[src/rtl/core/integer_alu_with_magnitude_macros.svh]
// Assertion macros used by the integer ALU top level.
`ifndef INTEGER_ALU_WITH_MAGNITUDE_MACROS_SVH
`define INTEGER_ALU_WITH_MAGNITUDE_MACROS_SVH

// Same-cycle implication, checked on every clock once reset is released.
`define IALU_ASSERT_NOW(lbl, ante, cons, msg) \
    lbl: assert property (@(posedge i_clk) disable iff (!i_rst_n) (ante) |-> (cons)) \
        else $error(msg);

// Next-cycle implication, checked on every clock once reset is released.
`define IALU_ASSERT_NEXT(lbl, ante, cons, msg) \
    lbl: assert property (@(posedge i_clk) disable iff (!i_rst_n) (ante) |=> (cons)) \
        else $error(msg);

`endif

[src/rtl/core/ialu_pkg.sv]
// Package with widths, operation codes and the pipeline record of the integer ALU.
`default_nettype none
package ialu_pkg;

    localparam int DW    = 32;
    localparam int RAD_W = 2 * DW;
    localparam int SREM_W = DW + 2;
    localparam int ITER  = DW;

    localparam logic [2:0] OP_ADD = 3'd0;
    localparam logic [2:0] OP_SUB = 3'd1;
    localparam logic [2:0] OP_MUL = 3'd2;
    localparam logic [2:0] OP_DIV = 3'd3;
    localparam logic [2:0] OP_MAG = 3'd4;

    localparam logic [DW-1:0] MAX_POS = {1'b0, {(DW-1){1'b1}}};
    localparam logic [DW-1:0] MIN_NEG = {1'b1, {(DW-1){1'b0}}};

    // Record carried through the shared divide and square root stages.
    typedef struct packed {
        logic [2:0]        op;
        logic [DW-1:0]     res;
        logic              err;
        logic              neg;
        logic [DW-1:0]     dvs;
        logic [DW-1:0]     dvd;
        logic [DW:0]       drem;
        logic [RAD_W-1:0]  rad;
        logic [SREM_W-1:0] srem;
        logic [DW-1:0]     root;
    } t_work;

endpackage
`default_nettype wire

[src/rtl/core/ialu_iter_stage.sv]
// One pipeline stage holding one restoring divide step and one square root step.
`default_nettype none
module ialu_iter_stage (
    input  logic            i_clk,
    input  logic            i_rst_n,
    input  logic            i_valid,
    output logic            o_ready,
    input  ialu_pkg::t_work i_work,
    output logic            o_valid,
    input  logic            i_ready,
    output ialu_pkg::t_work o_work
);
    import ialu_pkg::*;

    logic              r_vld;
    t_work             r_work;
    t_work             n_work;
    logic [SREM_W-1:0] w_srem_sh;
    logic [SREM_W-1:0] w_trial;
    logic              w_sq_ge;
    logic [DW:0]       w_drem_sh;
    logic              w_dv_ge;

    // The stage takes a new transfer when empty or when its content moves on.
    assign o_ready = !r_vld || i_ready;
    assign o_valid = r_vld;
    assign o_work  = r_work;

    // Square root digit: bring down two radicand bits and try (4*root + 1).
    assign w_srem_sh = {i_work.srem[SREM_W-3:0], i_work.rad[RAD_W-1 -: 2]};
    assign w_trial   = {i_work.root, 2'b01};
    assign w_sq_ge   = (w_srem_sh >= w_trial);

    // Divide digit: bring down one dividend bit and try the divisor.
    assign w_drem_sh = {i_work.drem[DW-1:0], i_work.dvd[DW-1]};
    assign w_dv_ge   = (w_drem_sh >= {1'b0, i_work.dvs});

    always_comb begin
        n_work      = i_work;
        n_work.rad  = {i_work.rad[RAD_W-3:0], 2'b00};
        n_work.srem = w_sq_ge ? (w_srem_sh - w_trial) : w_srem_sh;
        n_work.root = {i_work.root[DW-2:0], w_sq_ge};
        n_work.drem = w_dv_ge ? (w_drem_sh - {1'b0, i_work.dvs}) : w_drem_sh;
        n_work.dvd  = {i_work.dvd[DW-2:0], w_dv_ge};
    end

    // Valid bit under reset, payload captured only on a transfer.
    always_ff @(posedge i_clk) begin
        if (!i_rst_n) begin
            r_vld <= 1'b0;
        end else if (o_ready) begin
            r_vld <= i_valid;
        end
    end

    always_ff @(posedge i_clk) begin
        if (o_ready && i_valid) begin
            r_work <= n_work;
        end
    end

endmodule
`default_nettype wire

[config.mk]
export PLATFORM = sky130hd
export DESIGN_NAME = ialu_iter_stage
export DESIGN_NICKNAME = d
export VERILOG_FILES = /design/src/rtl/core/integer_alu_with_magnitude_macros.svh /design/src/rtl/core/ialu_pkg.sv /design/src/rtl/core/ialu_iter_stage.sv
export SDC_FILE = /design/constraint.sdc
export NUM_CORES = 1
export LEC_CHECK = 0
export ABC_AREA = 1
export BUFFER_PORTS_ARGS = -buffer_cell sky130_fd_sc_hd__buf_2
export CAP_MARGIN = 5
export CORE_AREA = 5 5 206 208
export CTS_CLUSTER_DIAMETER = 50
export DETAILED_ROUTE_END_ITERATION = 8
export DIE_AREA = 0 0 211 213
export HOLD_SLACK_MARGIN = 0.08
export SETUP_SLACK_MARGIN = 0.15
export SLEW_MARGIN = 20
export SYNTH_ARGS = -nofsm -noshare
export SYNTH_HDL_FRONTEND = slang
export SYNTH_SLANG_ARGS = --single-unit
[constraint.sdc]
create_clock -name i_clk -period 21 [get_ports i_clk]
set_clock_uncertainty 0.2 [all_clocks]
set_input_delay 2.1 -clock i_clk [delete_from_list [all_inputs] [get_ports i_clk]]
set_output_delay 2.1 -clock i_clk [all_outputs]
set_load 0.01 [all_outputs]
# --- Word-level counts from Yosys, hierarchy flattened ---
# Cells that the tools add are included.
op_classes:
  addsub: 2
  mul: 0
  div: 0
  order_cmp: 2
  eq_ne: 0
  n_shift: 0
  muxes: 2
  bitwise: 0
  reduce_logical: 3
op_table:
  columns: ["cell", "count"]
  rows:
  - ["34-bit >= comparator", 1]
  - ["34-bit two-way mux", 1]
  - ["34-bit subtractor", 1]
  - ["33-bit by 32-bit >= comparator with 1-bit output", 1]
  - ["33-bit two-way mux", 1]
  - ["33-bit by 32-bit subtractor with 33-bit output", 1]
  - ["1-bit logical AND", 1]
  - ["1-bit logical NOT", 1]
  - ["1-bit logical OR", 1]
totals:
  regBits: 263
  latch_bits: 0
  ramBits: 0
  mem_bits_ro: 0
  inputBits: 268
  out_inout_bits: 266
  word_cells: 20
  mem_count: 0

# --- Logic depth before layout (Yosys ltp) ---
# Gate-level depths: netlist of run 1.
logic_depth:
  depth_word: 3
  mapped_depth: 16
  mapped_depth_nobuf: 16

# --- Worst setup path after synthesis of run 1 ---
# OpenSTA, ideal clock, no wires.
synth_path:
  path_type: "input port to flip-flop"
  startpoint: "input port i_valid"
  endpoint: "register r_work, in the netlist o_work[0] (enable)"
  setup_time_ns: 0.972
  arrival_ns: 14.699
  required_ns: 19.828
  slack_ns: 5.129
  path_stages: 2
  n_path_buf: 0
  path_cell_list: "inv_1 > a21oi_1"
synth_between:
  elab_chain_cells: 1
synth_lines:
  columns: ["item", "line", "source"]
  rows:
  - ["start, declared", "ialu_iter_stage.sv:6", "input logic i_valid,"]
  - ["1-bit logical AND", "ialu_iter_stage.sv:57", "if (o_ready && i_valid) begin"]
  - ["end signal, assigned", "ialu_iter_stage.sv:58", "r_work <= n_work;"]
  - ["end, declared", "ialu_iter_stage.sv:16", "t_work r_work;"]
# No other way between the ends.
# A chain may end at the register's enable or synchronous reset.

==> results of run 1 <==
[placed cells by master (no fill, tap or decap), drive strengths merged, types with 10 or more instances in the layout]
master,count
a21oi,59
buf,530
clkbuf,41
edfxtp,262
ha,66
inv,259
nand2,546
nand3,96
nand4,15
nor2,109
nor3,10
o21ai,24
xor2,28
[through the flow]
stage / setup WS (ns) / cell area, µm² / instances
after floorplan: 5.129 / 13960 / 1519
after global placement: 15.64 / 17160 / 2564
after detailed placement: 15.59 / 17160 / 2564
after CTS: 16.16 / 18330 / 2629
after global routing: 15.90 / 18340 / 2631
final: 16.16 / 18340 / 2633
[layout make-up]
type	instances	area [µm²]
antenna	4	10.01
clock buffer	41	940.9
clock inverter	24	231.5
fill	4014	22030
inverter	249	937.1
multi-input combinational	990	4997
sequential	263	7888
tap	532	665.6
timing repair buffer	530	2670
[layer usage]
metal,wire length (µm),global-route usage
met1,19760,0.2596
met2,23620,0.3403
met3,3786,0.05040
met4,966,0.05231
met5,62,0
[logic make-up after synthesis]
logic type | count (synthesis) | synth area share
xor+xnor | 33 | 0.02071
simple gates | 791 | 0.2376
compound gates | 97 | 0.03783
other cells | 1 | 0.0002687
fa+ha+maj | 67 | 0.06060
flops | 263 | 0.5651
buf+inv | 266 | 0.07790
[power by group through the flow]
| stage | logic (µW) | clock network [µW] | registers (µW) |
|---|---|---|---|
| 5_1_grt | 321 | 634 | 642 |
| 3_3_place_gp | 287 | 0 | 649 |
| 4_1_cts | 291 | 612 | 639 |
| 2_1_floorplan | 150 | 0 | 685 |
| 6_report | 290 | 594 | 639 |
| 3_5_place_dp | 289 | 0 | 650 |
[state kept, by name, summed over array words and instances, names as in the netlist]
| signal | cells |
|---|---|
| o_work | 262 |
| o_valid | 1 |
[synth_stat cells, drive strengths merged]
master / n
ha: 66
a21boi: 2
fa: 1
nor3: 10
nand3: 96
xor2: 28
nor2: 109
buf: 17
conb: 1
a21o: 4
edfxtp: 262
nand2: 546
o21bai: 6
inv: 249
o21ai: 24
nand3b: 9
a21oi: 59
a211oi: 1
nand4: 15
and2: 2
nor4: 3
xnor2: 5
nor3b: 1
dfxtp: 1
o21a: 1
[worst max-delay path: cells and delay by family]
| family | cells | cell delay, ns |
|---|---|---|
| compound gates | 3 | 0.69 |
| fa+ha+maj | 1 | 0.39 |
| buf+inv | 2 | 0.14 |
| simple gates | 5 | 1.56 |
[worst max-delay path by stage]
stage                start          end  slack, ns
5_1_grt        i_work[217]  o_work[154]      15.90
3_3_place_gp   i_work[217]  o_work[154]      15.64
6_report       i_work[217]  o_work[154]      16.16
4_1_cts        i_work[217]  o_work[154]      16.16
3_5_place_dp   i_work[217]  o_work[154]      15.59
2_1_floorplan      i_valid    o_work[0]       5.13
==> summary.txt, run 1 <==
Floorplanning
  – Die span in x: 211 µm
  – FP Rows: 74
  – Initial core utilization: 0.3457
  – Die area: 0.04494 mm²
  – IO Pins: 534
  – Die H: 213 µm
  – Core box area: 0.04037 mm²

Worst hold path
  – Worst Hold Path EP: o_valid
  – Hold depth: 2
  – Hold Crit Class: flip-flop to flip-flop
  – Worst hold start: o_valid

Yosys
  – Top cell type's share of synthesized area: 0.5637
  – Syn avg cell area: 9.194 µm²
  – Cells after Synth: 1518
  – Top cells by area, synth: edfxtp_1, nand2_1, inv_1
  – Register area share after synthesis: 0.5651
  – Syn. warnings: 0
  – Register bit count reported by yosys: 263
  – Distinct cells, synth: 37
  – Synth area leader: edfxtp_1
  – Netlist Area Pre-Place: 0.01396 mm²

CTS
  – Post-CTS Resized: 0
  – CTS buffer count: 36
  – Post-CTS Setup Bufs: 0
  – CTS max path bufs: 3
  – Cts hold-fix bufs: 0
  – Clock Latency Late Sink: 0.53 ns
  – CTS tree: done
  – Clock transition at path regs: 0.06 ns
  – Clock sink count: 263
  – Root Driver: clkbuf_16
  – H-tree depth: 2

GRT
  – Vias in the first global route: 12017
  – Global-route wire length before repair: 70190 µm
  – GR Util All Layers: 0.2012
  – Antenna violations before repair: 12
  – Grt total ovfl: 0
  – Largest net degree at the start of global routing: 180

Placement
  – GPL Wtd Cong: 0.9396
  – IO buf count: 528
  – DPL Wire Length: 39120 µm

Pwr
  – Switch Pwr: 437.8 µW
  – Tot Pwr: 1523 µW
  – Pleak: 0.009226 µW
  – Sequential cell fraction of total power: 0.420
  – Power density cells: 83.04 mW/mm²
  – Internal Power: 1085 µW
  – Clock power share: 0.390
  – Sw frac: 0.2875
  – Peak supply drop: 64.94 µV
  – Combinational share of power: 0.190

Critical path
  – Crit path top cell by count: nand2_1
  – Slowest cell on the critical path: nor2_4
  – Reg-to-Reg Start: o_valid
  – Critical path data required time: 21.06 ns
  – CP Cell Sequence: buf_2 > inv_1 > ha_1 > a21oi_1 > o21ai_0 > o21ai_1 > nand3_1 > nor2_4 > nand2_4 > nand2_1 > nand2_1
  – Critical path class: input pin to flip-flop
  – CP Launch Type: input pin
  – Critical Path End Type: flip-flop
  – Crit path arrival time: 4.90 ns
  – R2R setup slack: 18.55 ns
  – Reg2Reg Depth: 2
  – FF-to-FF End: o_work[111]
  – CP peak stage delay: 0.70 ns
  – Worst-path fanout max: 34

STA
  – Final min period: 4.841 ns
  – Fin. Hold Viols: 0
  – Period Utilization, post-route: 0.2305
  – Measured slew at the worst slew-check pin: 1.017 ns
  – Max Clk Rate: 206.6 MHz
  – Worst hold slack: 0.3789 ns
  – Final max-slew violation count: 0
  – Slew margin rel.: 0.3217
  – RSZ-0062 raised after global routing: no
  – Final setup fails: 0
  – Final setup TNS: 0 ns

Detailed routing
  – WL per Instance: 18.30 µm
  – Initial DRT Pass Iterations: 5
  – Post-Route WL: 48190 µm
  – Via Count: 12345
  – Via density: 4.689
  – Antenna viol nets, final: 0
  – Residual DRC: 0
  – Initial DRC Count: 773

Layout
  – Area grow syn2layout: 31.40%
  – Final core occ: 0.4543
  – Layout cells sized above 1: 0.3004
  – Nets: 2405

Run
  – Max cap viols: 0

Status
  – Status: completed
Note: power is estimated with default switching activity, not from simulation.
==> run 2: changes to the inputs <==
==> constraint.sdc (replaced) <==
create_clock -name i_clk -period 4.6 [get_ports i_clk]
set_clock_uncertainty 0.2 [all_clocks]
set_input_delay 0.46 -clock i_clk [delete_from_list [all_inputs] [get_ports i_clk]]
set_output_delay 0.46 -clock i_clk [all_outputs]
set_load 0.01 [all_outputs]
==> summary.txt, run 2 (synthesis gave the netlist of run 1 again) <==
Pwr
  – Combinational share of power: 0.216
  – Power density cells: 338.1 mW/mm²
  – Sequential cell fraction of total power: 0.412
  – Clock power share: 0.372
  – Sw frac: 0.2894
  – Peak supply drop: 263.1 µV
  – Pleak: 0.01031 µW
  – Switch Pwr: 2051 µW
  – Internal Power: 5035 µW

Detailed routing
  – WL per Instance: 18.21 µm
  – Wire length on met3: 4435 µm
  – Initial DRT Pass Iterations: 5
  – Metal2 WL: 25560 µm
  – Initial DRC Count: 1022
  – Uppermost layer routed: met5
  – Via Count: 13497
  – Antenna viol nets, final: 0
  – Residual DRC: 0
  – Post-Route WL: 52720 µm
  – Via density: 4.662
  – Metal-1 WL: 20580 µm

GRT
  – Global-route wire length before repair: 77720 µm
  – Largest net degree at the start of global routing: 113
  – Antenna violations before repair: 9
  – Vias in the first global route: 13497
  – GR Util All Layers: 0.2224
  – Grt total ovfl: 0

CTS
  – Clock transition at path regs: 0.06 ns
  – CTS tree: done
  – Post-CTS Setup Bufs: 0
  – Clock sink count: 263
  – H-tree depth: 2
  – CTS max path bufs: 3
  – CTS buffer count: 36
  – Root Driver: clkbuf_16
  – Post-CTS Resized: 0
  – Cts hold-fix bufs: 260
  – Clock Latency Late Sink: 0.53 ns

Placement
  – IO buf count: 528
  – Number of instances in the placed design: 2567
  – DP Area: 0.01722 mm²
  – DPL Wire Length: 39760 µm
  – GPL Wtd Cong: 0.9707

STA
  – Slew margin rel.: 0.5717
  – Final min period: 3.199 ns
  – Period Utilization, post-route: 0.6954
  – RSZ-0062 raised after global routing: no
  – Fin. Hold Viols: 0
  – Final max-slew violation count: 0
  – Measured slew at the worst slew-check pin: 0.6357 ns
  – Final setup fails: 0
  – Max Clk Rate: 312.6 MHz

Worst hold path
  – Hold depth: 3
  – Hold Crit Class: input pin to flip-flop

Critical path
  – CP Cell Sequence: dlygate4sd3_1 > buf_2 > inv_1 > ha_1 > a21oi_1 > nand2_1 > a21oi_1 > nand2_2 > nand2_1 > nand2_1 > nand3_2 > buf_4 > nand2_4 > nand2_1 > nand2_1
  – Crit path top cell by count: nand2_1
  – Buf/Inv on CP: 4
  – CP Launch Type: input pin
  – Reg2Reg Depth: 2
  – CP peak stage delay: 0.56 ns
  – Worst-path fanout max: 34
  – Crit path arrival time: 3.28 ns
  – Slowest cell on the critical path: dlygate4sd3_1
  – Levels on crit path: 15
  – Critical path data required time: 4.68 ns
  – CP top delay family: buffers and inverters
  – Critical path class: input pin to flip-flop
  – Critical Path End Type: flip-flop

Floorplanning
  – Core box area: 0.04037 mm²
  – Initial core utilization: 0.3457
  – IO Pins: 534
  – FP Rows: 74
  – Die area: 0.04494 mm²
  – Die span in x: 211 µm
  – Die H: 213 µm

Layout
  – Largest register FFs: 262
  – Most common cell after layout, fill and taps aside: buf_2
  – Design area: 0.02096 mm²
  – Layout cells sized above 1: 0.2677
  – Non-Filler Instances: 2895
  – Area grow syn2layout: 50.14%
  – Area occupied by registers: 0.007889 mm²
  – Area of the multi-input gates: 0.004997 mm²
  – Nets: 2668
  – Fillcell total: 3664
  – Most frequent cells in the layout: buf_2, nand2_1, edfxtp_1

Run
  – Max cap viols: 0

Status
  – Status: completed
==> run 2: cell types whose count changed in the layout (fill, tap and decap cells not counted), sizes merged <==
cell         previous run  this run
clkinvlp                3         1
diode                   4         6
inv                   259       257
clkbuf                 41        43
bufinv                  2         1
buf                   530       533
dlygate4sd3             0       260
==> run 2: stage by stage <==
step / utilization / TNS (ns) / setup WS, ns / power, µW / hold WS, ns
final: 0.5191 / 0 / 1.401 / 7085 / 0.1497
after global placement: 0.4265 / 0 / 1.479 / 4280 / 0.3093
after detailed placement: 0.4265 / 0 / 1.442 / 4294 / 0.3193
after floorplan: - / -211.63 / -0.8077 / 3767 / 0.3589
after CTS: 0.5187 / 0 / 1.442 / 7142 / 0.1151
after global routing: 0.5190 / 0 / 1.154 / 7426 / 0.1554
==> run 2: area by class of cell <==
class,instances,share of cell area
Inverter,249,0.04532
Clock buffer,43,0.04526
Multi-Input combinational cell,990,0.2385
Antenna cell,6,0.0007165
Timing Repair Buffer,793,0.2539
Tap cell,532,0.03176
Clock inverter,19,0.008120
Sequential cell,263,0.3765
==> run 2: path summary, 6_finish.rpt <==
kind / slack [ns] / startpoint / end
max: 1.40 / i_work[199] / o_work[149]
min: 0.15 / i_work[129] / o_work[33]
max reg2reg: 2.85 / o_valid / o_work[161]
min reg2reg: 0.65 / o_valid / o_work[227]
==> run 2: power by group through the flow <==
| stage | combinational [µW] | clock (µW) | sequential [µW] |
|---|---|---|---|
| floorplan | 686 | 0 | 3080 |
| global placement | 1320 | 0 | 2960 |
| detailed placement | 1330 | 0 | 2960 |
| CTS | 1520 | 2700 | 2920 |
| global route | 1680 | 2810 | 2930 |
| finish | 1530 | 2630 | 2920 |
==> run 2: routing by layer <==
layer | GRT usage | vias up
li1 | - | 6574
met1 | 0.2723 | 6255
met2 | 0.3758 | 551
met3 | 0.05936 | 111
met4 | 0.08808 | 6
met5 | 0 | -
==> run 2: tightest hold or removal path, stage by stage <==
cell and delay [ns]:
buf_2 0.10, inv_1 0.08, o21ai_0 0.15
==> run 3: changes to the inputs <==
--- a/config.mk
+++ b/config.mk
@@ -8,10 +8,10 @@
 export ABC_AREA = 1
 export BUFFER_PORTS_ARGS = -buffer_cell sky130_fd_sc_hd__buf_2
 export CAP_MARGIN = 5
-export CORE_AREA = 5 5 206 208
+export CORE_AREA = 5 5 205 207
 export CTS_CLUSTER_DIAMETER = 50
 export DETAILED_ROUTE_END_ITERATION = 8
-export DIE_AREA = 0 0 211 213
+export DIE_AREA = 0 0 210 212
 export HOLD_SLACK_MARGIN = 0.08
 export SETUP_SLACK_MARGIN = 0.15
 export SLEW_MARGIN = 20
==> constraint.sdc (replaced) <==
create_clock -name i_clk -period 2.8 [get_ports i_clk]
set_clock_uncertainty 0.2 [all_clocks]
set_input_delay 0.28 -clock i_clk [delete_from_list [all_inputs] [get_ports i_clk]]
set_output_delay 0.28 -clock i_clk [all_outputs]
set_load 0.01 [all_outputs]
==> summary.txt, run 3 (synthesis gave the netlist of run 1 again) <==
Status
  – Status: completed

Placement
  – IO buf count: 528
  – DPL Wire Length: 39990 µm
  – GPL Wtd Cong: 0.9364

Detailed routing
  – Initial DRC Count: 809
  – Via Count: 13473
  – WL per Instance: 17.91 µm
  – Initial DRT Pass Iterations: 5
  – Antenna viol nets, final: 0
  – Residual DRC: 0
  – Via density: 4.614
  – Post-Route WL: 52290 µm

CTS
  – CTS buffer count: 35
  – CTS tree: done
  – Root Driver: clkbuf_16
  – Clock Latency Late Sink: 0.54 ns
  – Clock sink count: 263
  – H-tree depth: 2
  – Clock transition at path regs: 0.06 ns
  – CTS max path bufs: 3

Floorplanning
  – Core box area: 0.04018 mm²
  – IO Pins: 534
  – Initial core utilization: 0.3473
  – Die span in x: 210 µm
  – FP Rows: 74
  – Die H: 212 µm
  – Die area: 0.04452 mm²

Layout
  – Area of the multi-input gates: 0.005129 mm²
  – Layout cells sized above 1: 0.2857
  – Fillcell total: 3639
  – Area occupied by registers: 0.007888 mm²
  – Largest register FFs: 262
  – Most frequent cells in the layout: buf_2, nand2_1, dlygate4sd3_1
  – Final core occ: 0.5323
  – Most common cell after layout, fill and taps aside: buf_2
  – Area grow syn2layout: 53.24%
  – Nets: 2696

Critical path
  – R2R setup slack: 0.91 ns
  – Critical path class: input pin to flip-flop
  – Critical path data required time: 2.87 ns
  – CP top delay family: buffers and inverters
  – CP Cell Sequence: dlygate4sd3_1 > buf_2 > inv_1 > ha_1 > nand2_2 > inv_1 > a21oi_1 > nand3_1 > nand2_1 > nand3_2 > nand2_2 > nand2_8 > buf_4 > nand2_1 > nand2_1
  – Critical Path End Type: flip-flop
  – FF-to-FF End: o_work[210]
  – CP peak stage delay: 0.53 ns
  – Reg2Reg Depth: 2
  – Crit path top cell by count: nand2_1
  – Crit path arrival time: 2.62 ns
  – Slowest cell on the critical path: dlygate4sd3_1
  – Buf/Inv on CP: 5
  – Worst-path fanout max: 14
  – Reg-to-Reg Start: o_valid
  – CP Launch Type: input pin

Worst hold path
  – Worst hold start: i_work[196]
  – Hold depth: 5
  – Worst Hold Path EP: o_work[131]
  – Hold Crit Class: input pin to flip-flop

STA
  – Measured slew at the worst slew-check pin: 0.7560 ns
  – Period Utilization, post-route: 0.9102
  – Max Clk Rate: 392.4 MHz
  – Final min period: 2.549 ns
  – Final setup fails: 0
  – Fin. Hold Viols: 0
  – Slew margin rel.: 0.4960
  – Final max-slew violation count: 0
  – RSZ-0062 raised after global routing: no

Pwr
  – Peak supply drop: 517.4 µV
  – Pleak: 0.01048 µW
  – Power density cells: 556.5 mW/mm²
  – Tot Pwr: 11900 µW

Run
  – Max cap viols: 0

GRT
  – GR Util All Layers: 0.2222
  – Largest net degree at the start of global routing: 112
  – Vias in the first global route: 13615
  – Antenna violations before repair: 1
  – Grt total ovfl: 0
  – Global-route wire length before repair: 77350 µm
## run 3: changes by cell type in the layout (fill, tap and decap cells not counted), sizes merged
cell	before	now
diode	6	1
buf	533	559
clkbuf	43	41
bufinv	1	4
clkinv	9	13
dlygate4sd3	260	263
inv	257	253
## run 3: metrics by stage
stage	worst slack [ns]	hold slack, ns	TNS (ns)	area [µm²]	std cells
floorplan	-2.575	0.1789	-674.55	13980	1519
global placement	-0.08447	0.2565	-2.363	17450	2593
detailed placement	-0.1373	0.2584	-3.773	17450	2593
CTS	0.1784	0.08684	0	21250	2919
global route	0.1496	0.1445	0	21390	2919
finish	0.2514	0.1236	0	21390	2920
## run 3: layout make-up
cell class | count | share of cell area
clock inverters | 22 | 0.01281
clock buffers | 41 | 0.04200
inverters | 249 | 0.04417
repair buffers | 822 | 0.2612
flip-flops and latches | 263 | 0.3688
diodes | 1 | 0.0001170
multi-input cells | 990 | 0.2398
well taps | 532 | 0.03112
## run 3: worst max-delay path by stage
stage	slack (ns)	depth (start not counted)	end	startpoint
after global routing	0.15	17	o_work[49]	i_work[9]
after floorplan	-2.57	2	o_work[0]	i_ready
after detailed placement	-0.14	13	o_work[153]	i_work[214]
final	0.25	15	o_work[49]	i_work[6]
after CTS	0.18	14	o_work[33]	i_work[17]
after global placement	-0.08	13	o_work[153]	i_work[214]
## run 3: report_power, final
group	switching (µW)	leakage [µW]	internal, µW
combinational	1520	0.00737	1090
clock	1770	0.000567	2720
sequential	84.5	0.00255	4720
total	3380	0.0105	8530
## run 3: per-layer routing
metal | vias up | share of wire | track usage
li1 | 6625 | - | -
met1 | 6227 | 0.40 | 0.2774
met2 | 520 | 0.48 | 0.3753
met3 | 99 | 0.073 | 0.05386
met4 | 2 | 0.039 | 0.08551
met5 | - | 0.00013 | 0
## run 3: tightest hold or removal path, delay by kind of cell
| family | cells | cell delay [ns] |
|---|---|---|
| adder cells (fa/ha/maj) | 1 | 0.16 |
| buffers and inverters | 2 | 0.15 |
| AND/OR/NAND/NOR | 2 | 0.09 |
## run 3: repair_timing
item / CTS / global route
setup buffers: 0 / 0
resized for setup: 0 / 33
endpoints found under the setup margin: 0 / 34
hold endpoints to repair: 261 / 0
hold buffers: 263 / 0
